===== src/hdl/mi4_pkg.sv =====
// ----------------------------------------------------------------------------
// mi4_pkg
// Shared types, constants and address helpers for the 4x4 matrix inverse.
// ----------------------------------------------------------------------------
package mi4_pkg;

    localparam int FRACTION_BITS_DEF = 8;
    localparam int ELEM_W            = 16;
    localparam int COF_W             = 43;
    localparam int DET_W             = 61;
    localparam int QUO_BITS          = 18;

    typedef enum logic [3:0] {
        ST_IDLE,
        ST_T_RA,
        ST_T_RB,
        ST_T_RC,
        ST_T_M2,
        ST_T_ACC,
        ST_COF_WR,
        ST_DET_RD,
        ST_DET_MUL,
        ST_DET_ACC,
        ST_OUT_RD,
        ST_OUT_CHK,
        ST_DIV,
        ST_EMIT
    } t_state;

    typedef enum logic [3:0] {
        OP_NOP,
        OP_CLR,
        OP_LATCH_A,
        OP_MUL1,
        OP_MUL2,
        OP_ACC,
        OP_COF_WR,
        OP_DMUL,
        OP_DACC,
        OP_DIV_INIT,
        OP_DIV_STEP,
        OP_EMIT
    } t_op;

    typedef struct packed {
        t_op        op;
        logic       load_en;
        logic [3:0] wr_addr;
        logic [3:0] rd_addr;
        logic [3:0] cof_addr;
        logic       neg;
    } t_dp_cmd;

    typedef struct packed {
        logic det_zero;
    } t_dp_stat;

    // Column of the 3x3 minor used by factor s of term t.
    function automatic logic [1:0] minor_col(logic [2:0] t, logic [1:0] s);
        logic [1:0] col;
        col = 2'd0;
        case (t)
            3'd0: col = s;
            3'd1: col = (s == 2'd0) ? 2'd0 : ((s == 2'd1) ? 2'd2 : 2'd1);
            3'd2: col = (s == 2'd0) ? 2'd1 : ((s == 2'd1) ? 2'd0 : 2'd2);
            3'd3: col = (s == 2'd0) ? 2'd1 : ((s == 2'd1) ? 2'd2 : 2'd0);
            3'd4: col = (s == 2'd0) ? 2'd2 : ((s == 2'd1) ? 2'd0 : 2'd1);
            3'd5: col = (s == 2'd0) ? 2'd2 : ((s == 2'd1) ? 2'd1 : 2'd0);
            default: col = 2'd0;
        endcase
        return col;
    endfunction

    // Matrix address of factor s of term t in the minor of element k.
    function automatic logic [3:0] elem_addr(logic [3:0] k, logic [2:0] t, logic [1:0] s);
        logic [1:0] mc;
        logic [1:0] row;
        logic [1:0] col;
        mc  = minor_col(t, s);
        row = (s >= k[3:2]) ? s + 2'd1 : s;
        col = (mc >= k[1:0]) ? mc + 2'd1 : mc;
        return {row, col};
    endfunction

    function automatic logic term_neg(logic [2:0] t);
        return (t == 3'd1) || (t == 3'd2) || (t == 3'd5);
    endfunction

endpackage


===== src/hdl/mi4_ctrl.sv =====
// ----------------------------------------------------------------------------
// mi4_ctrl
// Sequencer: loads elements, steps cofactor terms, determinant and divides.
// ----------------------------------------------------------------------------
module mi4_ctrl (
    input  logic               i_clk,
    input  logic               i_rst_n,
    input  logic               start,
    output logic               busy,
    input  mi4_pkg::t_dp_stat  i_stat,
    output mi4_pkg::t_dp_cmd   o_cmd
);

    mi4_pkg::t_state r_state, n_state;
    logic [3:0] r_k, n_k;
    logic [2:0] r_t, n_t;
    logic [4:0] r_d, n_d;

    always_ff @(posedge i_clk) begin
        if (!i_rst_n) begin
            r_state <= mi4_pkg::ST_IDLE;
            r_k     <= 4'd0;
            r_t     <= 3'd0;
            r_d     <= 5'd0;
        end else begin
            r_state <= n_state;
            r_k     <= n_k;
            r_t     <= n_t;
            r_d     <= n_d;
        end
    end

    always_comb begin
        n_state = r_state;
        n_k     = r_k;
        n_t     = r_t;
        n_d     = r_d;
        case (r_state)
            mi4_pkg::ST_IDLE: begin
                if (start) begin
                    if (r_k == 4'd15) begin
                        n_state = mi4_pkg::ST_T_RA;
                        n_k     = 4'd0;
                        n_t     = 3'd0;
                    end else begin
                        n_k = r_k + 4'd1;
                    end
                end
            end
            mi4_pkg::ST_T_RA:  n_state = mi4_pkg::ST_T_RB;
            mi4_pkg::ST_T_RB:  n_state = mi4_pkg::ST_T_RC;
            mi4_pkg::ST_T_RC:  n_state = mi4_pkg::ST_T_M2;
            mi4_pkg::ST_T_M2:  n_state = mi4_pkg::ST_T_ACC;
            mi4_pkg::ST_T_ACC: begin
                if (r_t == 3'd5) begin
                    n_t     = 3'd0;
                    n_state = mi4_pkg::ST_COF_WR;
                end else begin
                    n_t     = r_t + 3'd1;
                    n_state = mi4_pkg::ST_T_RA;
                end
            end
            mi4_pkg::ST_COF_WR: begin
                if (r_k == 4'd15) begin
                    n_k     = 4'd0;
                    n_state = mi4_pkg::ST_DET_RD;
                end else begin
                    n_k     = r_k + 4'd1;
                    n_state = mi4_pkg::ST_T_RA;
                end
            end
            mi4_pkg::ST_DET_RD:  n_state = mi4_pkg::ST_DET_MUL;
            mi4_pkg::ST_DET_MUL: n_state = mi4_pkg::ST_DET_ACC;
            mi4_pkg::ST_DET_ACC: begin
                if (r_k == 4'd3) begin
                    n_k     = 4'd0;
                    n_state = mi4_pkg::ST_OUT_RD;
                end else begin
                    n_k     = r_k + 4'd1;
                    n_state = mi4_pkg::ST_DET_RD;
                end
            end
            mi4_pkg::ST_OUT_RD: n_state = mi4_pkg::ST_OUT_CHK;
            mi4_pkg::ST_OUT_CHK: begin
                if (i_stat.det_zero) begin
                    n_state = mi4_pkg::ST_EMIT;
                end else begin
                    n_d     = 5'd0;
                    n_state = mi4_pkg::ST_DIV;
                end
            end
            mi4_pkg::ST_DIV: begin
                if (r_d == 5'(mi4_pkg::QUO_BITS - 1)) begin
                    n_state = mi4_pkg::ST_EMIT;
                end else begin
                    n_d = r_d + 5'd1;
                end
            end
            mi4_pkg::ST_EMIT: begin
                if (r_k == 4'd15) begin
                    n_k     = 4'd0;
                    n_state = mi4_pkg::ST_IDLE;
                end else begin
                    n_k     = r_k + 4'd1;
                    n_state = mi4_pkg::ST_OUT_RD;
                end
            end
            default: n_state = mi4_pkg::ST_IDLE;
        endcase
    end

    always_comb begin
        o_cmd          = '0;
        o_cmd.op       = mi4_pkg::OP_NOP;
        o_cmd.wr_addr  = r_k;
        o_cmd.rd_addr  = r_k;
        o_cmd.cof_addr = r_k;
        busy           = (r_state != mi4_pkg::ST_IDLE);
        case (r_state)
            mi4_pkg::ST_IDLE: begin
                o_cmd.op      = mi4_pkg::OP_CLR;
                o_cmd.load_en = start;
            end
            mi4_pkg::ST_T_RA: begin
                o_cmd.rd_addr = mi4_pkg::elem_addr(r_k, r_t, 2'd0);
            end
            mi4_pkg::ST_T_RB: begin
                o_cmd.rd_addr = mi4_pkg::elem_addr(r_k, r_t, 2'd1);
                o_cmd.op      = mi4_pkg::OP_LATCH_A;
            end
            mi4_pkg::ST_T_RC: begin
                o_cmd.rd_addr = mi4_pkg::elem_addr(r_k, r_t, 2'd2);
                o_cmd.op      = mi4_pkg::OP_MUL1;
            end
            mi4_pkg::ST_T_M2: o_cmd.op = mi4_pkg::OP_MUL2;
            mi4_pkg::ST_T_ACC: begin
                o_cmd.op  = mi4_pkg::OP_ACC;
                o_cmd.neg = mi4_pkg::term_neg(r_t) ^ r_k[2] ^ r_k[0];
            end
            mi4_pkg::ST_COF_WR: begin
                o_cmd.op       = mi4_pkg::OP_COF_WR;
                o_cmd.cof_addr = {r_k[1:0], r_k[3:2]};
            end
            mi4_pkg::ST_DET_RD: begin
                o_cmd.rd_addr  = {2'b00, r_k[1:0]};
                o_cmd.cof_addr = {r_k[1:0], 2'b00};
            end
            mi4_pkg::ST_DET_MUL: o_cmd.op = mi4_pkg::OP_DMUL;
            mi4_pkg::ST_DET_ACC: o_cmd.op = mi4_pkg::OP_DACC;
            mi4_pkg::ST_OUT_RD:  o_cmd.op = mi4_pkg::OP_NOP;
            mi4_pkg::ST_OUT_CHK: begin
                o_cmd.op = i_stat.det_zero ? mi4_pkg::OP_NOP : mi4_pkg::OP_DIV_INIT;
            end
            mi4_pkg::ST_DIV:  o_cmd.op = mi4_pkg::OP_DIV_STEP;
            mi4_pkg::ST_EMIT: o_cmd.op = mi4_pkg::OP_EMIT;
            default: o_cmd.op = mi4_pkg::OP_NOP;
        endcase
    end

endmodule


===== config.mk =====
export PLATFORM = sky130hd
export DESIGN_NAME = mi4_ctrl
export DESIGN_NICKNAME = d
export VERILOG_FILES = /design/src/hdl/mi4_pkg.sv /design/src/hdl/mi4_ctrl.sv
export SDC_FILE = /design/constraint.sdc
export NUM_CORES = 1
export LEC_CHECK = 0
export ABC_AREA = 1
export BUFFER_PORTS_ARGS = -buffer_cell sky130_fd_sc_hd__buf_2
export CELL_PAD_IN_SITES_DETAIL_PLACEMENT = 0
export CELL_PAD_IN_SITES_GLOBAL_PLACEMENT = 1
export CORE_UTILIZATION = 38
export DETAILED_ROUTE_END_ITERATION = 10
export PLACE_DENSITY_LB_ADDON = 0.12
export REMOVE_ABC_BUFFERS = 1
export SLEW_MARGIN = 10
export SYNTH_ARGS = -nofsm -noshare
export SYNTH_HDL_FRONTEND = slang
export SYNTH_SLANG_ARGS = --single-unit

===== constraint.sdc =====
create_clock -name i_clk -period 3 [get_ports i_clk]
set_input_delay 0.75 -clock i_clk [delete_from_list [all_inputs] [get_ports i_clk]]
set_output_delay 0.75 -clock i_clk [all_outputs]
set_load 0.02 [all_outputs]

==> results of run 1 <==
-- worst max-delay path: stages, from the launching register on --
cell and delay, ns:
dfxtp_2 0.40, inv_1 0.11, ha_1 0.24, a21oi_2 0.13, ha_1 0.24, inv_1 0.05, nand2_1 0.05, nand2_1 0.05
nand2_1 0.06, nand2_1 0.08, nand2_1 0.05, nand2_1 0.06, nand2_1 0.05, nand3_1 0.08, buf_2 0.16
-- cell usage after synthesis, drive strengths merged --
| master | instances |
|---|---|
| nand4 | 3 |
| xor2 | 2 |
| nand2 | 80 |
| a31oi | 3 |
| o22ai | 2 |
| buf | 2 |
| xnor2 | 2 |
| or2 | 3 |
| nor2 | 35 |
| dfxtp | 16 |
| o2111ai | 1 |
| nand3b | 1 |
| o211ai | 1 |
| o21a | 1 |
| o21ai | 15 |
| inv | 41 |
| clkbuf | 1 |
| nor3 | 2 |
| nand3 | 24 |
| ha | 10 |
| a21oi | 19 |
-- report_power, final --
group          total [mW]  internal, mW  switching (mW)
combinational       0.286        0.0969           0.189
sequential          0.245         0.223          0.0215
clock               0.207         0.117          0.0902
total               0.737         0.437           0.300
-- layer usage --
layer  GRT usage  vias up
li1            -      892
met1      0.2760      742
met2      0.3363       34
met3     0.02951        4
met4     0.07880        0
met5           0        -
-- through the flow --
step	std cells	TNS (ns)	util	hold slack (ns)
final	335	0	0.4656	0.4956
after global routing	335	-0.01964	0.4656	0.5352
after CTS	335	0	0.4629	0.5019
after detailed placement	331	0	0.4482	0.4897
after global placement	331	0	0.4482	0.4838
after floorplan	261	0	-	0.4675
-- registers in the layout (all words and copies together), names as in the netlist --
register  count
r_d           5
r_k           4
r_state       4
r_t           3
-- layout make-up --
cell class,instances,area [um^2],share of cell area
Tap cell,48,60.06,0.03446
Timing Repair Buffer,22,110.1,0.06317
Clock buffer,4,55.05,0.03159
Sequential cell,16,326.6,0.1874
Multi-Input combinational cell,204,1037,0.5951
Inverter,41,153.9,0.08830
-- timing repair --
item,4_1_cts,5_1_grt
resized for setup,0,5
endpoints found under the setup margin,0,2
endpoints found under the hold margin,0,0
setup buffers,0,0
-- logic make-up (layout without fill, tap and decap cells) --
logic type | count (synthesis) | in the layout | share of synthesized area
XOR/XNOR | 4 | 4 | 0.02303
adder cells (fa/ha/maj) | 10 | 10 | 0.08224
buffers and inverters | 44 | 67 | 0.1102
AND/OR/NAND/NOR | 148 | 148 | 0.4235
AO/OA/AOI/OAI | 42 | 42 | 0.1505
flip-flops | 16 | 16 | 0.2105
-- worst max-delay path by stage --
stage / startpoint / endpoint / slack (ns) / cells past startpoint
floorplan: r_t[2] / o_cmd[6] / 0.58 / 13
global placement: r_t[2] / o_cmd[6] / 0.30 / 14
detailed placement: r_t[2] / o_cmd[6] / 0.35 / 14
CTS: r_t[2] / o_cmd[6] / 0.05 / 14
global route: r_t[2] / o_cmd[6] / -0.02 / 14
finish: r_t[2] / o_cmd[6] / 0.19 / 14
==> summary.md, run 1 <==
| Metric | Value |
|---|---|
| Run status | `finished clean` |
| Critical path capture point type | `output pin` |
| Final worst slack | `between 0.15 and 0.2 ns` |
| Hold crit path type | `reg -> reg` |
| First-pass GRT wire length | `just under 7000 um` |
| Max-slew violation count | `0` |
| Antenna-violating nets left | `0` |
| DRT iter0 DRCs | `99` |
| Post-Route WL | `about 4000 um` |
| Max Clock Freq | `around 360 MHz` |
| Depth of the CTS H-tree | `1` |
| Synth-to-Final Area Change | `14.56%` |
| Synth top area cells | `dfxtp_1 (21%), nand2_1 (18%), inv_1 (9.9%), nor2_1 (8.4%), ha_1 (8.2%)` |
| Post-synth top area cell | `dfxtp_1` |
| Hold Path Depth | `2` |
| Mapped Cells | `around 260` |
| CP required | `around 2.3 ns` |
| CTS tree | `yes` |
| GPL Wtd Cong | `0.8422` |
| Layout cells sized above 1 | `0.1463` |
| Met3 WL | `148 um` |
| DRT Pass-1 Iters | `5` |
| Die H | `approximately 65 um` |
| Top layer reached by signal wires | `met4` |
| Starting Density | `0.4064` |
| Chip width | `between 60 and 70 um` |
| Critical path class | `reg -> out` |
| Synth Warn # | `0` |
| Commonest non-fill, non-tap cell in the layout | `nand2_1` |
| GRT Resource Usage Total | `0.2077` |
| Pwr dens | `423.0 mW/mm^2` |
| Peak VDD IR | `0.0001595 V` |
| Post-Layout Inst Area | `roughly 0.0017 mm^2` |
| Setup Viol. Count Final | `0` |
| Worst EP arrival | `about 2.1 ns` |
| DRC | `0` |
| TritonCTS sink count | `16` |
| CP max FO | `7` |
| Vias | `approximately 1700` |
| Core Area | `0.003744 mm^2` |
| Dpl cell area | `0.001678 mm^2` |
| Avg WL per Cell | `~12 um` |
| Final min period | `around 2.8 ns` |
| Mapped Area | `~0.0015 mm^2` |
| CTS Buf Count | `3` |
| Seq/Total Area, Yosys | `0.2105` |
| Met2 routed WL | `around 1800 um` |
| Buffers on Ports | `22` |
| Reg2reg path depth | `7` |
| Root buffer cell | `clkbuf_8` |
| Endpoints failing hold | `0` |
| Slew headroom | `0.7262` |
| Largest net degree at the start of global routing | `12` |
| Latest clock arrival within the worst-skew pair | `between 0.2 and 0.3 ns` |
| Antenna Cells | `0` |
| Startpoint types | `flip-flop` |
| R2R setup slack | `1.32 ns` |
| Die ar. | `around 0.0043 mm^2` |
| Reg2reg start | `r_k[0]` |
| FILL cells | `approximately 450` |
| Vias per std cell | `roughly 5.0` |
| Commonest non-fill, non-tap cells in the layout | `nand2_1 (73), inv_1 (40), nor2_1 (34)` |
| Worst slew pin tran | `between 0.4 and 0.5 ns` |
| Post-synth cell types | `28` |
| Number of global-route vias before repair | `roughly 1500` |
| Leak pwr | `~0.9 nW` |
| Initial antenna violation count | `0` |
| Hold-fix buffers at CTS | `0` |
| Gr ovfl total | `0` |
| Clk buf depth | `2` |
| Worst R2R End | `r_t[2]` |
| Cell row count | `22` |
| Final-stage net count | `between 300 and 400` |
| Period utilization | `0.9363` |
| Min-delay src | `r_d[4]` |
| Synthesized area per cell | `5.763 um^2` |
| Max Cap Viol | `0` |
| Worst Clk Skew | `around 0.0049 ns` |
| Ports | `23` |
| #FFs+latches synth | `16` |
| Hold Path End | `r_d[4]` |
| Synth top area share | `0.2105` |
| Metal-1 WL | `around 2000 um` |
| Post-DP HPWL | `~3200 um` |
| PnR Total Power | `0.7372 mW` |
| Reg clk slew, reported paths | `about 0.07 ns` |
| Pre-CTS setup slack | `0.3472 ns` |
Note: power is estimated with default switching activity, not from simulation.
==> run 2: changes to the inputs <==
--- a/config.mk
+++ b/config.mk
@@ -13,7 +13,7 @@
 export DETAILED_ROUTE_END_ITERATION = 10
 export PLACE_DENSITY_LB_ADDON = 0.12
 export REMOVE_ABC_BUFFERS = 1
-export SLEW_MARGIN = 10
+export SETUP_SLACK_MARGIN = 0.5
 export SYNTH_ARGS = -nofsm -noshare
 export SYNTH_HDL_FRONTEND = slang
 export SYNTH_SLANG_ARGS = --single-unit
==> summary.md, run 2 (same netlist as run 1, synthesis figures left out) <==
| Metric | Value |
|---|---|
| Run status | `finished clean` |
| GPL Wtd Cong | `0.8422 (unchanged)` |
| Final-stage net count | `330 (+9.3%)` |
| Initial antenna violation count | `0 (unchanged)` |
| Root buffer cell | `clkbuf_8` |
| Setup Viol. Count Final | `0 (unchanged)` |
| Period utilization | `0.9258 (-0.01046)` |
| Max-slew violation count | `0 (unchanged)` |
| Antenna-violating nets left | `0 (unchanged)` |
| Commonest non-fill, non-tap cell in the layout | `nand2_1` |
| Dpl cell area | `0.001678 mm^2 (unchanged)` |
| Critical path capture point type | `flip-flop` |
| Depth of the CTS H-tree | `1 (unchanged)` |
| Hold crit path type | `reg -> reg` |
| Regs by FF count | `r_d: 5 flops, r_k: 4 flops, r_state: 4 flops` |
| Crit path buffers/inverters | `17 (+14)` |
| Met3 WL | `190 um (+28%)` |
| Layout cells sized above 1 | `0.2889 (+0.1425)` |
| Final worst slack | `0.2225 ns (+0.03138 ns)` |
| Latest clock arrival within the worst-skew pair | `0.26 ns (about the same)` |
| Core Area | `0.003744 mm^2 (unchanged)` |
| Vias per std cell | `5.019 (+0.57%)` |
| Sw Share | `0.4086 (+0.001277)` |
| GRT Resource Usage Total | `0.2347 (+0.02704)` |
| Post-DP HPWL | `3176 um (unchanged)` |
| CTS tree | `yes` |
| Clock network power share | `0.272 (-0.009)` |
| Min-delay src | `r_d[4]` |
| Buffers on Ports | `22 (unchanged)` |
| Largest net degree at the start of global routing | `12 (unchanged)` |
| CP max stage cell | `dfxtp_4` |
| Chip width | `65.28 um (unchanged)` |
| Critical path class | `reg -> reg` |
| Metal-1 WL | `2104 um (+7.0%)` |
| Worst slew pin tran | `0.4366 ns (+0.02737 ns)` |
| Slew headroom | `0.7086 (-0.01764)` |
| Vias | `1822 (+9.0%)` |
| Max FFs per register | `5 (unchanged)` |
| RSZ-0062 raised after global routing | `true` |
| Gr ovfl total | `0 (unchanged)` |
| Leak pwr | `1.033 nW (+18%)` |
| DRC | `0 (unchanged)` |
| Pwr dens | `366.7 mW/mm^2 (-13%)` |
| Reg2reg start | `r_t[0]` |
| Post-Layout Inst Area | `0.002093 mm^2 (+20%)` |
| Met2 routed WL | `2253 um (+24%)` |
| Pre-CTS setup slack | `0.3472 ns (unchanged)` |
| Register with the most flip-flops | `r_d` |
| Top layer reached by signal wires | `met4` |
| Peak VDD IR | `0.0001614 V (+1.2%)` |
| CP top delay family | `buffers and inverters` |
| FILL cells | `406 (-10%)` |
| Antenna Cells | `0 (unchanged)` |
| Starting Density | `0.4064 (unchanged)` |
| Clk buf depth | `2 (unchanged)` |
| Max Clock Freq | `360.0 MHz (+1.1%)` |
| Max stage delay on crit path | `0.42 ns (+0.02 ns)` |
| Hold-fix buffers at CTS | `0 (unchanged)` |
| Worst Clk Skew | `0.003479 ns (-0.001373 ns)` |
| TritonCTS sink count | `16 (unchanged)` |
| Max Cap Viol | `0 (unchanged)` |
| Reg clk slew, reported paths | `0.07 ns (about the same)` |
| Final min period | `2.777 ns (-0.03138 ns)` |
| Avg WL per Cell | `12.78 um (+7.5%)` |
| Endpoints failing hold | `0 (unchanged)` |
| Cell mode on critical path | `buf_4` |
| Synth-to-Final Area Change | `37.58%` |
| Worst EP arrival | `2.91 ns (+0.85 ns)` |
| DRT Pass-1 Iters | `4 (-1)` |
| CP cell instances | `nand2_4, buf_6, buf_4, buf_4, buf_4, buf_4, buf_4, buf_4, buf_4, buf_4, buf_4, buf_4, buf_4, buf_4, buf_4, buf_6, buf_6, buf_4, o211ai_1, a21oi_1` |
| Post-Route WL | `4640 um (+16%)` |
| CP max FO | `6 (-1)` |
| Die H | `65.28 um (unchanged)` |
| DRT iter0 DRCs | `108 (+9.1%)` |
| Sequential share of power | `0.319 (-0.013)` |
| Cell row count | `22 (unchanged)` |
| Setup TNS | `0 ns (unchanged)` |
| Psw | `0.3136 mW (+4.4%)` |
| Ports | `23 (unchanged)` |
| CTS Buf Count | `3 (unchanged)` |
| Int Power | `0.4539 mW (+3.9%)` |
| Commonest non-fill, non-tap cells in the layout | `nand2_1 (69), inv_1 (35), nor2_1 (29)` |
| Startpoint types | `flip-flop` |
| Number of global-route vias before repair | `1765 (+16%)` |
| Die ar. | `0.004261 mm^2 (unchanged)` |
| First-pass GRT wire length | `7714 um (+13%)` |
| CP startpoint | `r_t[0]` |
| CP required | `3.13 ns (+0.88 ns)` |
| Combinational share of power | `0.409 (+0.022)` |
run 2: final cells by class:
type,count,area (um^2),area share
Inverter,41,153.9,0.07352
Clock buffer,4,55.05,0.02630
Sequential cell,16,332.8,0.1590
Tap cell,48,60.06,0.02869
Timing Repair Buffer,50,344.1,0.1644
Multi-Input combinational cell,204,1147,0.5481
run 2: layer usage:
layer,GRT usage,vias up
li1,-,947
met2,0.4059,47
met1,0.2805,820
met3,0.03299,8
met5,0,-
met4,0.1168,0
run 2: worst register-to-register path, delay by kind of cell (launching register included):
kind | cells | cell delay (ns)
AO/OA/AOI/OAI | 2 | 0.16
buffers and inverters | 17 | 2.00
flip-flops | 1 | 0.42
AND/OR/NAND/NOR | 1 | 0.07
run 2: final timing paths:
check,cells past startpoint,slack [ns],end
worst min-delay path,2,0.50,r_d[4]
worst max-delay path,20,0.22,r_t[1]
worst min register to register,2,0.50,r_d[4]
worst max register to register,20,0.22,r_t[1]
run 2: through the flow:
stage	utilization	cells	total power, mW	hold WS, ns
floorplan	-	261	0.4528	0.4675
global placement	0.4482	331	0.5367	0.4838
detailed placement	0.4482	331	0.5356	0.4897
CTS	0.5324	359	0.7507	0.4988
global route	0.5592	363	0.8215	0.5351
finish	0.5592	363	0.7676	0.4959
run 2: what timing repair did:
item                       in CTS  in global routing
setup endpoints to repair       3                  5
setup buffers                  24                  4
gates resized for setup        24                 18
pin swaps                       9                 10
run 2: power groups by stage:
stage	combinational (mW)	sequential, mW	clock (mW)
final	0.314	0.245	0.209
after global routing	0.352	0.248	0.221
after CTS	0.299	0.243	0.209
after detailed placement	0.285	0.251	0
after global placement	0.286	0.250	0
after floorplan	0.199	0.254	0
==> run 3: changes to the inputs <==
--- a/config.mk
+++ b/config.mk
@@ -6,11 +6,11 @@
 export NUM_CORES = 1
 export LEC_CHECK = 0
 export ABC_AREA = 1
-export BUFFER_PORTS_ARGS = -buffer_cell sky130_fd_sc_hd__buf_2
 export CELL_PAD_IN_SITES_DETAIL_PLACEMENT = 0
 export CELL_PAD_IN_SITES_GLOBAL_PLACEMENT = 1
-export CORE_UTILIZATION = 38
+export CORE_UTILIZATION = 43
 export DETAILED_ROUTE_END_ITERATION = 10
+export DONT_BUFFER_PORTS = 1
 export PLACE_DENSITY_LB_ADDON = 0.12
 export REMOVE_ABC_BUFFERS = 1
 export SETUP_SLACK_MARGIN = 0.5
==> summary.md, run 3 (same netlist as run 1, synthesis figures left out) <==
| Metric | Value |
|---|---|
| Cell mode on critical path | `ha_4` |
| Vias | `1670 (-8.3%)` |
| Run status | `finished clean` |
| CP max FO | `7 (+1)` |
| RSZ-0062 raised after global routing | `true` |
| Core Area | `0.003363 mm^2 (-10%)` |
| Ports | `23 (unchanged)` |
| Clock network power share | `0.214 (-0.058)` |
| Gr ovfl total | `0 (unchanged)` |
| Post-Layout Inst Area | `0.001878 mm^2 (-10%)` |
| Antenna-violating nets left | `0 (unchanged)` |
| TritonCTS sink count | `16 (unchanged)` |
| Vias per std cell | `5.170 (+3.0%)` |
| Starting Density | `0.4524 (+0.04596)` |
| Dpl cell area | `0.001573 mm^2 (-6.3%)` |
| Sequential share of power | `0.368 (+0.049)` |
| Int Power | `0.3890 mW (-14%)` |
| Die H | `61.49 um (-5.8%)` |
| DRC | `0 (unchanged)` |
| DRT Pass-1 Iters | `5 (+1)` |
| Leak pwr | `0.8535 nW (-17%)` |
| CP cell instances | `nand2_4, inv_4, ha_4, a21oi_4, ha_4, inv_2, nand2_2, a21oi_2, nand2_1, nand3_2, nand4_1` |
| Final Core Density | `0.5584 (-0.0007500)` |
| Max-slew violation count | `0 (unchanged)` |
| Setup Viol. Count Final | `0 (unchanged)` |
| Antenna Cells | `0 (unchanged)` |
| Initial antenna violation count | `0 (unchanged)` |
| Number of global-route vias before repair | `1451 (-18%)` |
| Max stage delay on crit path | `0.39 ns (-0.03 ns)` |
| Pwr dens | `365.9 mW/mm^2 (-0.21%)` |
| Die ar. | `0.003780 mm^2 (-11%)` |
| Chip width | `61.49 um (-5.8%)` |
| Max Clock Freq | `378.7 MHz (+5.2%)` |
| CTS tree | `yes` |
| Worst Clk Skew | `0.003755 ns (+0.0002759 ns)` |
| Clk buf depth | `2 (unchanged)` |
| Reg clk slew, reported paths | `0.10 ns (+0.03 ns)` |
| Synth-to-Final Area Change | `23.44%` |
| Slew headroom | `0.5188 (-0.1898)` |
| Commonest non-fill, non-tap cell in the layout | `nand2_1` |
| Post-Route WL | `4068 um (-12%)` |
| Endpoints failing hold | `0 (unchanged)` |
| Sw Share | `0.4340 (+0.02537)` |
| Root buffer cell | `clkbuf_4` |
| Startpoint types | `flip-flop` |
| Final-stage net count | `292 (-12%)` |
| Worst EP arrival | `1.89 ns (-1.02 ns)` |
| Max Cap Viol | `0 (unchanged)` |
| Pre-CTS setup slack | `0.3834 ns (+0.03615 ns)` |
| Depth of the CTS H-tree | `1 (unchanged)` |
| Period utilization | `0.8801 (-0.04568)` |
| CP required | `2.25 ns (-0.88 ns)` |
| Avg WL per Cell | `12.59 um (-1.5%)` |
| GPL Wtd Cong | `0.8927 (+6.0%)` |
| CP max stage cell | `dfxtp_4` |
| GRT Resource Usage Total | `0.2278 (-0.006928)` |
| Latest clock arrival within the worst-skew pair | `0.29 ns (+0.03 ns)` |
| Peak VDD IR | `0.0002876 V (+78%)` |
| Critical path class | `reg -> out` |
| Hold crit path type | `reg -> reg` |
| Combinational share of power | `0.417 (+0.008)` |
| Regs by FF count | `r_d: 5 flops, r_k: 4 flops, r_state: 4 flops` |
| First-pass GRT wire length | `6492 um (-16%)` |
| Setup TNS | `0 ns (unchanged)` |
| Commonest non-fill, non-tap cells in the layout | `nand2_1 (65), inv_1 (34), nor2_1 (29)` |
| Final min period | `2.640 ns (-0.1370 ns)` |
| Post-DP HPWL | `3029 um (-4.6%)` |
| Buffers on Ports | `0 (-100%)` |
| Worst slew pin tran | `0.7142 ns (+0.2777 ns)` |
| FILL cells | `364 (-10%)` |
| Largest net degree at the start of global routing | `12 (unchanged)` |
| Hold-fix buffers at CTS | `0 (unchanged)` |
| Max FFs per register | `5 (unchanged)` |
| Psw | `0.2982 mW (-4.9%)` |
| Cell row count | `21 (-4.5%)` |
| CTS Buf Count | `3 (unchanged)` |
| Register with the most flip-flops | `r_d` |
| Final worst slack | `0.3596 ns (+0.1370 ns)` |
| Critical path capture point type | `output pin` |
| DRT iter0 DRCs | `104 (-3.7%)` |
| Layout cells sized above 1 | `0.2347 (-0.05423)` |
==> run 3: cell types whose count changed in the layout (fill, tap and decap cells not counted), moves of 4 or more <==
cell,before,now
buf_6,5,0
nand2_2,10,14
buf_2,20,0
nand2_1,69,65
buf_4,25,12
==> run 3: final cells by class <==
cell class              count  area (um^2)  share of cell area
flip-flops and latches     16        336.6              0.1792
clock buffers               4        36.28             0.01932
multi-input cells         204         1196              0.6369
well taps                  46        57.56             0.03065
repair buffers             12        90.09             0.04797
inverters                  41        161.4             0.08594
==> run 3: path summary, 6_finish.rpt <==
path               start  endpoint  slack, ns  cells past startpoint
setup / recovery  r_t[0]  o_cmd[5]       0.36                     11
hold / removal    r_d[4]    r_d[4]       0.50                      2
setup reg to reg  r_k[0]    r_t[1]       1.25                      7
hold reg to reg   r_d[4]    r_d[4]       0.50                      2
==> run 3: worst max-delay path: cells and delay by family, from the launching register on <==
| family | cells | cell delay [ns] |
|---|---|---|
| and+or+nand+nor | 5 | 0.51 |
| DFF | 1 | 0.39 |
| adders and majority gates | 2 | 0.38 |
| AOI/OAI and AO/OA | 2 | 0.24 |
| buffers and inverters | 2 | 0.08 |
==> run 3: routing by layer <==
metal / track usage / part of all wire
met1: 0.3203 / 0.49
met2: 0.3671 / 0.47
met3: 0.04412 / 0.035
met4: 0.03492 / 0.0032
met5: 0 / 0
==> run 3: power groups by stage <==
| stage | combinational, mW | sequential, mW | clock, mW |
|---|---|---|---|
| finish | 0.287 | 0.253 | 0.147 |
| global route | 0.325 | 0.257 | 0.163 |
| CTS | 0.249 | 0.249 | 0.152 |
| detailed placement | 0.245 | 0.255 | 0 |
| global placement | 0.244 | 0.256 | 0 |
| floorplan | 0.199 | 0.254 | 0 |
==> run 3: repair_timing <==
action / in CTS / in global routing
endpoints found under the setup margin: 3 / 7
buffers inserted: 10 / 1
resized for setup: 22 / 33
hold endpoints to repair: 0 / 0
pin swaps: 7 / 13
==> run 3: metrics by stage <==
step | power, mW | std cells | hold slack [ns]
detailed placement | 0.5000 | 308 | 0.4859
CTS | 0.6495 | 322 | 0.5017
global placement | 0.4996 | 308 | 0.4856
finish | 0.6872 | 323 | 0.5001
global route | 0.7448 | 323 | 0.5322
floorplan | 0.4528 | 261 | 0.4675
